File: config.mk
export PLATFORM = sky130hd
export DESIGN_NAME = gift64_block_encrypt_unit
export DESIGN_NICKNAME = d
export VERILOG_FILES = /design/src/design/gift64_pkg.sv /design/src/design/gift64_block_encrypt_unit.sv /design/src/design/gift64_ctrl.sv /design/src/design/gift64_dp.sv
export SDC_FILE = /design/constraint.sdc
export NUM_CORES = 1
export LEC_CHECK = 0
export BUFFER_PORTS_ARGS = -buffer_cell sky130_fd_sc_hd__buf_2
export CAP_MARGIN = 15
export CORE_ASPECT_RATIO = 0.75
export CORE_MARGIN = 5
export CORE_UTILIZATION = 46
export DETAILED_ROUTE_END_ITERATION = 7
export PLACE_DENSITY = 0.75
export REMOVE_ABC_BUFFERS = 1
export SYNTH_ARGS = -nofsm -noshare
export SYNTH_HDL_FRONTEND = slang
export SYNTH_SLANG_ARGS = --single-unit
File: constraint.sdc
create_clock -name clk -period 8.3 [get_ports clk]
set_input_delay 0.83 -clock clk [delete_from_list [all_inputs] [get_ports clk]]
set_output_delay 0.83 -clock clk [all_outputs]
set_load 0.005 [all_outputs]
File: src/design/gift64_pkg.sv
package gift64_pkg;

    localparam int BLOCK_W = 64;
    localparam int KEY_W   = 128;
    localparam int RC_W    = 6;
    localparam int CFG_IDX_W = 1;

    localparam logic [CFG_IDX_W-1:0] REG_KEY_LOW  = 1'b0;
    localparam logic [CFG_IDX_W-1:0] REG_KEY_HIGH = 1'b1;

    localparam logic [3:0] SBOX [16] = '{
        4'h1, 4'ha, 4'h4, 4'hc, 4'h6, 4'hf, 4'h3, 4'h9,
        4'h2, 4'hd, 4'hb, 4'h7, 4'h5, 4'h0, 4'h8, 4'he
    };

    typedef enum logic {
        ST_IDLE,
        ST_RUN
    } ctrl_state_t;

    // Commands from the controller to the round datapath
    typedef struct packed {
        logic load;   // take a new plaintext and reload the key state
        logic round;  // execute one round
        logic store;  // capture this round's result as ciphertext
    } ctrl_cmd_t;

    function automatic logic [BLOCK_W-1:0] sub_layer(input logic [BLOCK_W-1:0] x);
        logic [BLOCK_W-1:0] r;
        r = '0;
        for (int n = 0; n < 16; n++) begin
            r[4*n +: 4] = SBOX[x[4*n +: 4]];
        end
        return r;
    endfunction

    function automatic logic [BLOCK_W-1:0] perm_layer(input logic [BLOCK_W-1:0] x);
        logic [BLOCK_W-1:0] r;
        int q;
        int dst;
        r = '0;
        for (int i = 0; i < BLOCK_W; i++) begin
            q   = i & 3;
            dst = 4 * (i >> 4) + 16 * ((3 * ((i >> 2) & 3) + q) & 3) + q;
            r[dst] = x[i];
        end
        return r;
    endfunction

    function automatic logic [BLOCK_W-1:0] round_key(input logic [KEY_W-1:0] ks,
                                                      input logic [RC_W-1:0] rc);
        logic [BLOCK_W-1:0] rk;
        rk = '0;
        for (int i = 0; i < 16; i++) begin
            rk[4*i]     = ks[i];
            rk[4*i + 1] = ks[16 + i];
        end
        for (int i = 0; i < RC_W; i++) begin
            rk[4*i + 3] = rc[i];
        end
        rk[BLOCK_W-1] = 1'b1;
        return rk;
    endfunction

    // Key state {k7..k0} becomes {k1>>>2, k0>>>12, k7..k2}
    function automatic logic [KEY_W-1:0] advance_key(input logic [KEY_W-1:0] ks);
        logic [15:0] k0;
        logic [15:0] k1;
        logic [15:0] w6;
        logic [15:0] w7;
        k0 = ks[15:0];
        k1 = ks[31:16];
        w6 = {k0[11:0], k0[15:12]};
        w7 = {k1[1:0], k1[15:2]};
        return {w7, w6, ks[KEY_W-1:32]};
    endfunction

    function automatic logic [RC_W-1:0] next_constant(input logic [RC_W-1:0] c);
        return {c[RC_W-2:0], ~(c[5] ^ c[4])};
    endfunction

endpackage

File: src/design/gift64_block_encrypt_unit.sv
// Channel   | Handshake                      | Payload
// ----------+--------------------------------+-------------------------------
// input     | in_valid / in_ready            | plaintext [63:0]
// output    | out_valid / out_ready          | ciphertext [63:0]
// config    | cfg_we (no wait, no read-back) | cfg_index [0], cfg_data [63:0]
//
// A block takes ROUND_COUNT rounds (28 by default): the round datapath does one
// round per cycle unless the output stalls, and the next block is accepted on the cycle of the final round.
// A stalled output holds the final round until the output register is free.
// Reset clears the key registers, the controller and the output valid flag.
// The key in effect is the one present when a block is transferred in.
module gift64_block_encrypt_unit #(
    parameter int ROUND_COUNT = 28
) (
    input  logic                                   clk,
    input  logic                                   rst_n,
    input  logic                                   cfg_we,
    input  logic [gift64_pkg::CFG_IDX_W-1:0]       cfg_index,
    input  logic [gift64_pkg::BLOCK_W-1:0]         cfg_data,
    input  logic                                   in_valid,
    output logic                                   in_ready,
    input  logic [gift64_pkg::BLOCK_W-1:0]         plaintext,
    output logic                                   out_valid,
    input  logic                                   out_ready,
    output logic [gift64_pkg::BLOCK_W-1:0]         ciphertext
);
    import gift64_pkg::*;

    ctrl_cmd_t cmd;

    // Sequence rounds, count them and own the output valid flag
    gift64_ctrl #(
        .ROUND_COUNT(ROUND_COUNT)
    ) u_ctrl (
        .clk       (clk),
        .rst_n     (rst_n),
        .in_valid  (in_valid),
        .in_ready  (in_ready),
        .out_valid (out_valid),
        .out_ready (out_ready),
        .cmd       (cmd)
    );

    // Hold the key, the working block, the key schedule and the result
    gift64_dp u_dp (
        .clk        (clk),
        .rst_n      (rst_n),
        .cfg_we     (cfg_we),
        .cfg_index  (cfg_index),
        .cfg_data   (cfg_data),
        .cmd        (cmd),
        .plaintext  (plaintext),
        .ciphertext (ciphertext)
    );

    // A new block is loaded exactly when an input transfer happens
    a_load_on_transfer: assert property (@(posedge clk) disable iff (!rst_n)
        cmd.load == (in_valid && in_ready))
        else $error("load command does not match input transfer");

    // Never overwrite a result that has not been transferred out
    a_no_overwrite: assert property (@(posedge clk) disable iff (!rst_n)
        cmd.store |-> (!out_valid || out_ready))
        else $error("result stored over a pending ciphertext");

    // A stored result is presented on the next cycle
    a_store_shows: assert property (@(posedge clk) disable iff (!rst_n)
        cmd.store |=> out_valid)
        else $error("stored result not presented");

    // A store always comes with the round that produces it
    a_store_with_round: assert property (@(posedge clk) disable iff (!rst_n)
        cmd.store |-> cmd.round)
        else $error("store without a round");

endmodule

File: src/design/gift64_ctrl.sv
module gift64_ctrl #(
    parameter int ROUND_COUNT = 28
) (
    input  logic                  clk,
    input  logic                  rst_n,
    input  logic                  in_valid,
    output logic                  in_ready,
    output logic                  out_valid,
    input  logic                  out_ready,
    output gift64_pkg::ctrl_cmd_t cmd
);
    import gift64_pkg::*;

    localparam int CNT_W = (ROUND_COUNT > 1) ? $clog2(ROUND_COUNT) : 1;
    localparam logic [CNT_W-1:0] LAST_ROUND = CNT_W'(ROUND_COUNT - 1);

    ctrl_state_t      state_reg;
    ctrl_state_t      state_next;
    logic [CNT_W-1:0] cnt_reg;
    logic [CNT_W-1:0] cnt_next;
    logic             out_valid_reg;
    logic             out_valid_next;
    logic             last;
    logic             out_free;

    always_ff @(posedge clk or negedge rst_n)
    begin
        if (!rst_n)
        begin
            state_reg     <= ST_IDLE;
            cnt_reg       <= '0;
            out_valid_reg <= 1'b0;
        end
        else
        begin
            state_reg     <= state_next;
            cnt_reg       <= cnt_next;
            out_valid_reg <= out_valid_next;
        end
    end

    assign last     = (cnt_reg == LAST_ROUND);
    assign out_free = !out_valid_reg || out_ready;

    // in_ready is high in every branch that tests in_valid, so in_valid alone marks a transfer
    always_comb
    begin
        state_next = state_reg;
        cnt_next   = cnt_reg;
        cmd        = '0;
        in_ready   = 1'b0;
        case (state_reg)
            ST_IDLE:
            begin
                in_ready = 1'b1;
                if (in_valid)
                begin
                    cmd.load   = 1'b1;
                    cnt_next   = '0;
                    state_next = ST_RUN;
                end
            end
            ST_RUN:
            begin
                if (!last)
                begin
                    cmd.round = 1'b1;
                    cnt_next  = cnt_reg + CNT_W'(1);
                end
                else if (out_free)
                begin
                    // final round: retire into the output register, overlap next load
                    cmd.round = 1'b1;
                    cmd.store = 1'b1;
                    in_ready  = 1'b1;
                    if (in_valid)
                    begin
                        cmd.load = 1'b1;
                        cnt_next = '0;
                    end
                    else
                    begin
                        state_next = ST_IDLE;
                    end
                end
            end
            default:
            begin
                state_next = ST_IDLE;
            end
        endcase
    end

    always_comb
    begin
        if (cmd.store)
        begin
            out_valid_next = 1'b1;
        end
        else if (out_ready)
        begin
            out_valid_next = 1'b0;
        end
        else
        begin
            out_valid_next = out_valid_reg;
        end
    end

    assign out_valid = out_valid_reg;

endmodule

File: src/design/gift64_dp.sv
module gift64_dp (
    input  logic                                   clk,
    input  logic                                   rst_n,
    input  logic                                   cfg_we,
    input  logic [gift64_pkg::CFG_IDX_W-1:0]       cfg_index,
    input  logic [gift64_pkg::BLOCK_W-1:0]         cfg_data,
    input  gift64_pkg::ctrl_cmd_t                  cmd,
    input  logic [gift64_pkg::BLOCK_W-1:0]         plaintext,
    output logic [gift64_pkg::BLOCK_W-1:0]         ciphertext
);
    import gift64_pkg::*;

    logic [BLOCK_W-1:0] key_low_reg;
    logic [BLOCK_W-1:0] key_high_reg;
    logic [BLOCK_W-1:0] state_reg;
    logic [BLOCK_W-1:0] state_next;
    logic [KEY_W-1:0]   ks_reg;
    logic [KEY_W-1:0]   ks_next;
    logic [RC_W-1:0]    rc_reg;
    logic [RC_W-1:0]    rc_next;
    logic [BLOCK_W-1:0] ct_reg;

    // Key registers
    always_ff @(posedge clk or negedge rst_n)
    begin
        if (!rst_n)
        begin
            key_low_reg  <= '0;
            key_high_reg <= '0;
        end
        else if (cfg_we)
        begin
            case (cfg_index)
                REG_KEY_LOW:  key_low_reg  <= cfg_data;
                REG_KEY_HIGH: key_high_reg <= cfg_data;
                default:      key_low_reg  <= key_low_reg;
            endcase
        end
    end

    // One round: S-box, bit permutation, round-key add; advance key schedule
    assign rc_next    = next_constant(rc_reg);
    assign state_next = perm_layer(sub_layer(state_reg)) ^ round_key(ks_reg, rc_next);
    assign ks_next    = advance_key(ks_reg);

    always_ff @(posedge clk)
    begin
        if (cmd.load)
        begin
            state_reg <= plaintext;
            ks_reg    <= {key_high_reg, key_low_reg};
            rc_reg    <= '0;
        end
        else if (cmd.round)
        begin
            state_reg <= state_next;
            ks_reg    <= ks_next;
            rc_reg    <= rc_next;
        end
        if (cmd.store)
        begin
            ct_reg <= state_next;
        end
    end

    assign ciphertext = ct_reg;

endmodule
### After elaboration in Yosys (flattened, before gate mapping)

Memory sizes are Yosys's and may differ from the RTL's.
Cells that the tools add are included.

| word-level totals | value |
|---|---|
| ROM bits | 1024 |
| word-level logic and storage cells | 126 |
| input bits | 134 |
| bits in registers | 397 |
| memories | 16 |

Memory list:

| memory | depth | width | rd ports | clocked after memory_dff | write ports | RTL line | source |
|---|---|---|---|---|---|---|---|
| (no name shown) | 16 | 4 | 1 | 0 | 0 | gift64_pkg.sv:32 | `r[4*n +: 4] = SBOX[x[4*n +: 4]];` |
| (no name shown) | 16 | 4 | 1 | 0 | 0 | gift64_pkg.sv:32 |  |
| (no name shown) | 16 | 4 | 1 | 0 | 0 | gift64_pkg.sv:32 |  |
| (no name shown) | 16 | 4 | 1 | 0 | 0 | gift64_pkg.sv:32 |  |
| (no name shown) | 16 | 4 | 1 | 0 | 0 | gift64_pkg.sv:32 |  |
| (no name shown) | 16 | 4 | 1 | 0 | 0 | gift64_pkg.sv:32 |  |
| 10 more memories | -- | -- | -- | -- | -- | -- |  |

| cells by class | value |
|---|---|
| $add $sub $neg | 1 |
| magnitude comparators | 16 |
| equal/unequal tests | 2 |
| mux-type cells | 55 |
| reductions and logical operators | 6 |
| bitwise gates (word level) | 21 |

Operator list:

| cell | number |
|---|---|
| $mux 128 | 2 |
| $mux 4 | 32 |
| $mux 64 | 2 |
| $ge 5x5->1 const B | 16 |
| $not 4->5 | 16 |
| $xor 64x64->64 | 1 |
| $mux 5 | 3 |
| $mux 1 | 10 |
| $pmux 5 s2 | 1 |
| $pmux 1 s2 | 3 |
| $add 5x1->5 const B | 1 |
| $eq 5x5->1 const B | 1 |
| $reduce_and 2->1 | 2 |
| $reduce_bool 2->1 | 2 |
| $mux 3 | 1 |
| $ne 3x3->1 const B | 1 |
| $not 1->1 | 3 |
| $mux 2 | 1 |
| $logic_not 1->1 | 1 |
| $logic_or 1x1->1 | 1 |
| $xor 1x1->1 | 1 |

### Depth between registers and ports, before layout

| depth | value |
|---|---|
| depth in word-level cells | 7 |
| depth in mapped cells | 7 |
| depth with buffers taken out | 6 |

### Cells and area by module

From an unflattened synthesis, not the netlist that was laid out.

| unflattened totals | value |
|---|---|
| cell total of the unflattened synthesis | 1310 |
| area, all modules | 18850.6 µm² |

By module, submodules not included:

| module | cells an instance | instances | area an instance (µm²) |
|---|---|---|---|
| gift64_dp | 1262 | 1 | 18398.9 |
| gift64_ctrl | 48 | 1 | 451.7 |

### Least setup slack after synthesis

Ideal clock, no wire load.

| timing | value |
|---|---|
| kind | reg2reg |
| start point | register u_ctrl.cnt_reg[0] |
| end point | register u_dp.ct_reg[0], in the netlist u_dp.ciphertext[0], enable pin |
| arrival | 5.343 ns |
| path buffers | 0 |
| cell stages (with the launch flop) | 4 |
| path slack | 2.390 ns |
| library setup time | 0.567 ns |
| required time | 7.733 ns |
| cell sequence | dfrtp_1 ha_1 nand4b_4 nor3_1 |

RTL lines:

| element | RTL line | source |
|---|---|---|
| from (decl) | gift64_ctrl.sv:19 | `logic [CNT_W-1:0] cnt_reg;` |
| from (signal assigned) | gift64_ctrl.sv:37 | `cnt_reg <= cnt_next;` |
| to (signal assigned) | gift64_dp.sv:62 | `ct_reg <= state_next;` |
| to (decl) | gift64_dp.sv:21 | `logic [BLOCK_W-1:0] ct_reg;` |

### Worst setup path in the final report

| timing | value |
|---|---|
| start point | register u_ctrl.cnt_reg[0] |
| end point | register u_dp.ks_reg[124], enable pin |

| on the way | value |
|---|---|
| longest elaborated chain between the ends | 4 |

Ends and longest elaborated chain:

| element | RTL line | source |
|---|---|---|
| $eq 5x5->1 * | gift64_ctrl.sv:42 | `assign last = (cnt_reg == LAST_ROUND);` |
| $mux 1 | gift64_ctrl.sv:65 | `if (!last)` |
| $pmux 1 s2 or $mux 2 (tied branches) | gift64_ctrl.sv:52 | `case (state_reg)` |
| $reduce_bool 2->1 (no line) * | -- |  |
| to (signal assigned) | gift64_dp.sv:51 | `ks_reg <= {key_high_reg, key_low_reg};` |
| to (signal assigned) | gift64_dp.sv:57 | `ks_reg <= ks_next;` |
| to (decl) | gift64_dp.sv:17 | `logic [KEY_W-1:0] ks_reg;` |

Every way passes the cells marked *; elsewhere a longest branch is shown, timed or not.
A chain may end at the register's enable or synchronous reset.

==> impl_metrics.yaml <==
run_status:
  status: "complete, no violations"
timing:
  rsz0062_at_grt: "false"
  setup_tns_ps: 0
  period_share_pct: 41.1
  fmax_ghz: 0.293
  fin_ws_ps: 4890
  relSlewSlack_pct: 25.1
  finalSetupViolations: 0
  period_minus_slack_ps: 3410
  skew_ps: 14.4
  drv_slew: 0
  finalHoldViolCount: 0
  tightest_slew_ps: 1120
grt:
  grt_first_pass_wirelength_um: 61900
  grt.total_usage_pct: 18.4
  overflow: 0
  antenna_found_initial: 4
  grt_pass1_vias: 10300
  grt_max_degree: 122
power:
  finalPower_uw: 8570
  leakagePower_uw: 0.00915
  p_seq_share_pct: 43.7
  intPower_uw: 5930
  p_comb_share_pct: 35.4
  powerDensity_nw_per_um2: 409
  irDropWorstVdd_mv: 0.175
  swShare_pct: 30.8
  clockPowerShare_pct: 20.8
  p_sw_uw: 2640
worst_setup_path:
  worstPathMaxFanout: 121
  critPathKind: "flop to flop"
  start_kind: "flop"
  required_ps: 8450
  critPathCaptureType: "flop"
  critical_path_arrival_ps: 3570
clock_network:
  cts.hold.buffers_added: 0
  cts_buffers: 40
  path_clk_slew_ps: 60
  cts_root_buf: "clkbuf_16"
  cts_tree: "done"
  clockBufferDepth: 3
  clock_latency_ps: 530
  cts_resized: 0
  post_cts_buffers: 0
  htreeDepth: 2
  cts_sinks: 397
finish:
  drive_gt1_share_pct: 43.3
  fin_nets: 1488
  seq_area_um2: 11200
  largest_reg_flops: 128
  area_delta_synth_final_pct: 14.5
  stdcell_count: 1872
  fill_cells: 3212
  multi_input_area_um2: 6600
route:
  ant_nets: 0
  drt_pre_antenna_iters: 5
  drt_wl_total_um: 41100
  drtIter0Drc: 673
  drc_errors: 0
  via_count: 9876
  vias_per_cell: 5.28
  wire_per_inst_um: 21.9
synth:
  synth.cell_area_um2: 18300
  synth.avg_cell_area_um2: 16.3
  ys_seq_elements: 397
  synth.distinct_cells: 36
  synth.yosys.seq_area_share_pct: 61.1
  synth.top_cell.area_share_pct: 42.0
  synth_largest_area_cell: "edfxtp_1"
  yosysWarnings: 0
  synthTopCellsByArea: "edfxtp_1 (42%), dfrtp_1 (18%), mux2_4 (12%)"
  syn_inst: 1125
floorplanning:
  start_util_pct: 46.4
  ios: 200
  die_area_um2: 43900
  rows: 63
  die_h_um: 183
  core_um2: 39400
  die_w_um: 240
place:
  hpwlAfterDp_um: 27800
  dp_slack_ps: 4760
  place.gp.congestion: 0.809
  io_buffers: 199
  placed_cells: 1799
run:
  maxCapViolCount: 0
hold_path:
  min_path_type: "input pin to asynchronous set/reset pin"
## per-stage QoR
step / cell area [um^2] / utilization (%) / hold slack [ps]
floorplan: 17900 / - / 462
global placement: 19700 / 49.9 / 479
detailed placement: 19700 / 49.9 / 490
CTS: 21000 / 53.2 / 334
global route: 21000 / 53.2 / 373
finish: 21000 / 53.2 / 310
## worst max-delay path, cell delays in order (launching register included)
cell and delay (ps):
dfrtp_1 430, ha_1 310, nand4b_4 190, nor2_1 150
a21o_1 300, inv_8 620, buf_4 860
## Yosys cell counts
| master | n |
|---|---|
| dfxtp_1 | 6 |
| xnor2_1 | 38 |
| edfxtp_1 | 256 |
| clkbuf_1 | 19 |
| nor2b_1 | 2 |
| mux2_2 | 170 |
| a31oi_1 | 2 |
| buf_6 | 19 |
| nand4b_4 | 1 |
| nand2_1 | 32 |
| nand4_1 | 1 |
| buf_4 | 2 |
| o21ai_0 | 32 |
| ha_1 | 33 |
| a32o_1 | 2 |
| xor2_1 | 33 |
| nand2b_1 | 2 |
| o211ai_1 | 17 |
| nor2_1 | 19 |
| o32ai_1 | 1 |
| buf_2 | 12 |
| a22oi_1 | 4 |
| and2_1 | 1 |
| a21oi_1 | 20 |
| o21ai_4 | 1 |
| a21o_1 | 1 |
| nor3b_1 | 1 |
| nor3_1 | 1 |
| nand2_2 | 1 |
| o2bb2ai_1 | 1 |
| and4b_1 | 1 |
| mux2_4 | 150 |
| dfrtp_1 | 135 |
| mux2i_1 | 59 |
| clkinv_1 | 1 |
| inv_1 | 49 |
## placed cells by master (no fill, tap or decap), types with 31 or more instances in the layout
| cell type | Yosys | layout |
|---|---|---|
| mux2_2 | 170 | 170 |
| buf_2 | 12 | 198 |
| mux2_4 | 150 | 150 |
| xor2_1 | 33 | 33 |
| o21ai_0 | 32 | 32 |
| inv_1 | 49 | 48 |
| mux2i_1 | 59 | 59 |
| nand2_1 | 32 | 31 |
| xnor2_1 | 38 | 38 |
| clkbuf_16 | 0 | 41 |
| ha_1 | 33 | 33 |
| edfxtp_1 | 256 | 256 |
| dfrtp_1 | 135 | 135 |
## final cells by class
class	instances	area share (%)
Antenna cell	1	0.0119
Inverter	50	0.931
Clock inverter	19	0.955
Clock buffer	53	5.11
Tap cell	520	3.10
Timing Repair Buffer	206	5.03
Sequential cell	397	53.4
Multi-Input combinational cell	626	31.5
## kinds of logic (layout without fill, tap and decap cells)
kind of cell	count (synthesis)	after routing	share of synthesized area (%)
and+or+nand+nor	62	62	1.54
other	0	1	0
xor gates and xnor gates	71	71	3.40
AOI/OAI and AO/OA	81	81	2.69
muxes	379	379	26.0
adders and majority gates	33	33	2.26
DFF	397	397	61.1
buffers and inverters	102	328	2.99
## power groups by stage
stage | Clock [uW] | Combinational, uW | Sequential [uW]
2_1_floorplan | 0 | 2360 | 3570
3_3_place_gp | 0 | 2930 | 3750
3_5_place_dp | 0 | 3030 | 3770
4_1_cts | 1830 | 3060 | 3750
5_1_grt | 1910 | 3280 | 3830
6_report | 1780 | 3030 | 3750
## layer usage
| metal | wire length, um | vias up | global-route usage (%) |
|---|---|---|---|
| li1 | - | 4509 | - |
| met1 | 18400 | 5013 | 26.4 |
| met2 | 19100 | 282 | 28.8 |
| met3 | 2550 | 66 | 4.13 |
| met4 | 971 | 6 | 4.79 |
| met5 | 28 | - | 0 |
## final timing paths
path | startpoint | slack, ps | cells after the start | endpoint
worst max-delay path | u_ctrl.cnt_reg[0] | 4890 | 6 | u_dp.ks_reg[124]
worst min-delay path | rst_n | 310 | 1 | u_dp.key_high_reg[54]
worst max register to register | u_ctrl.cnt_reg[0] | 4890 | 6 | u_dp.ks_reg[124]
worst min register to register | u_dp.rc_reg[5] | 500 | 1 | u_dp.rc_reg[5]
max in group asynchronous | rst_n | 6590 | 2 | u_dp.key_high_reg[9]
min in group clk | u_dp.rc_reg[5] | 500 | 1 | u_dp.rc_reg[5]
Note: power is estimated with default switching activity, not from simulation.
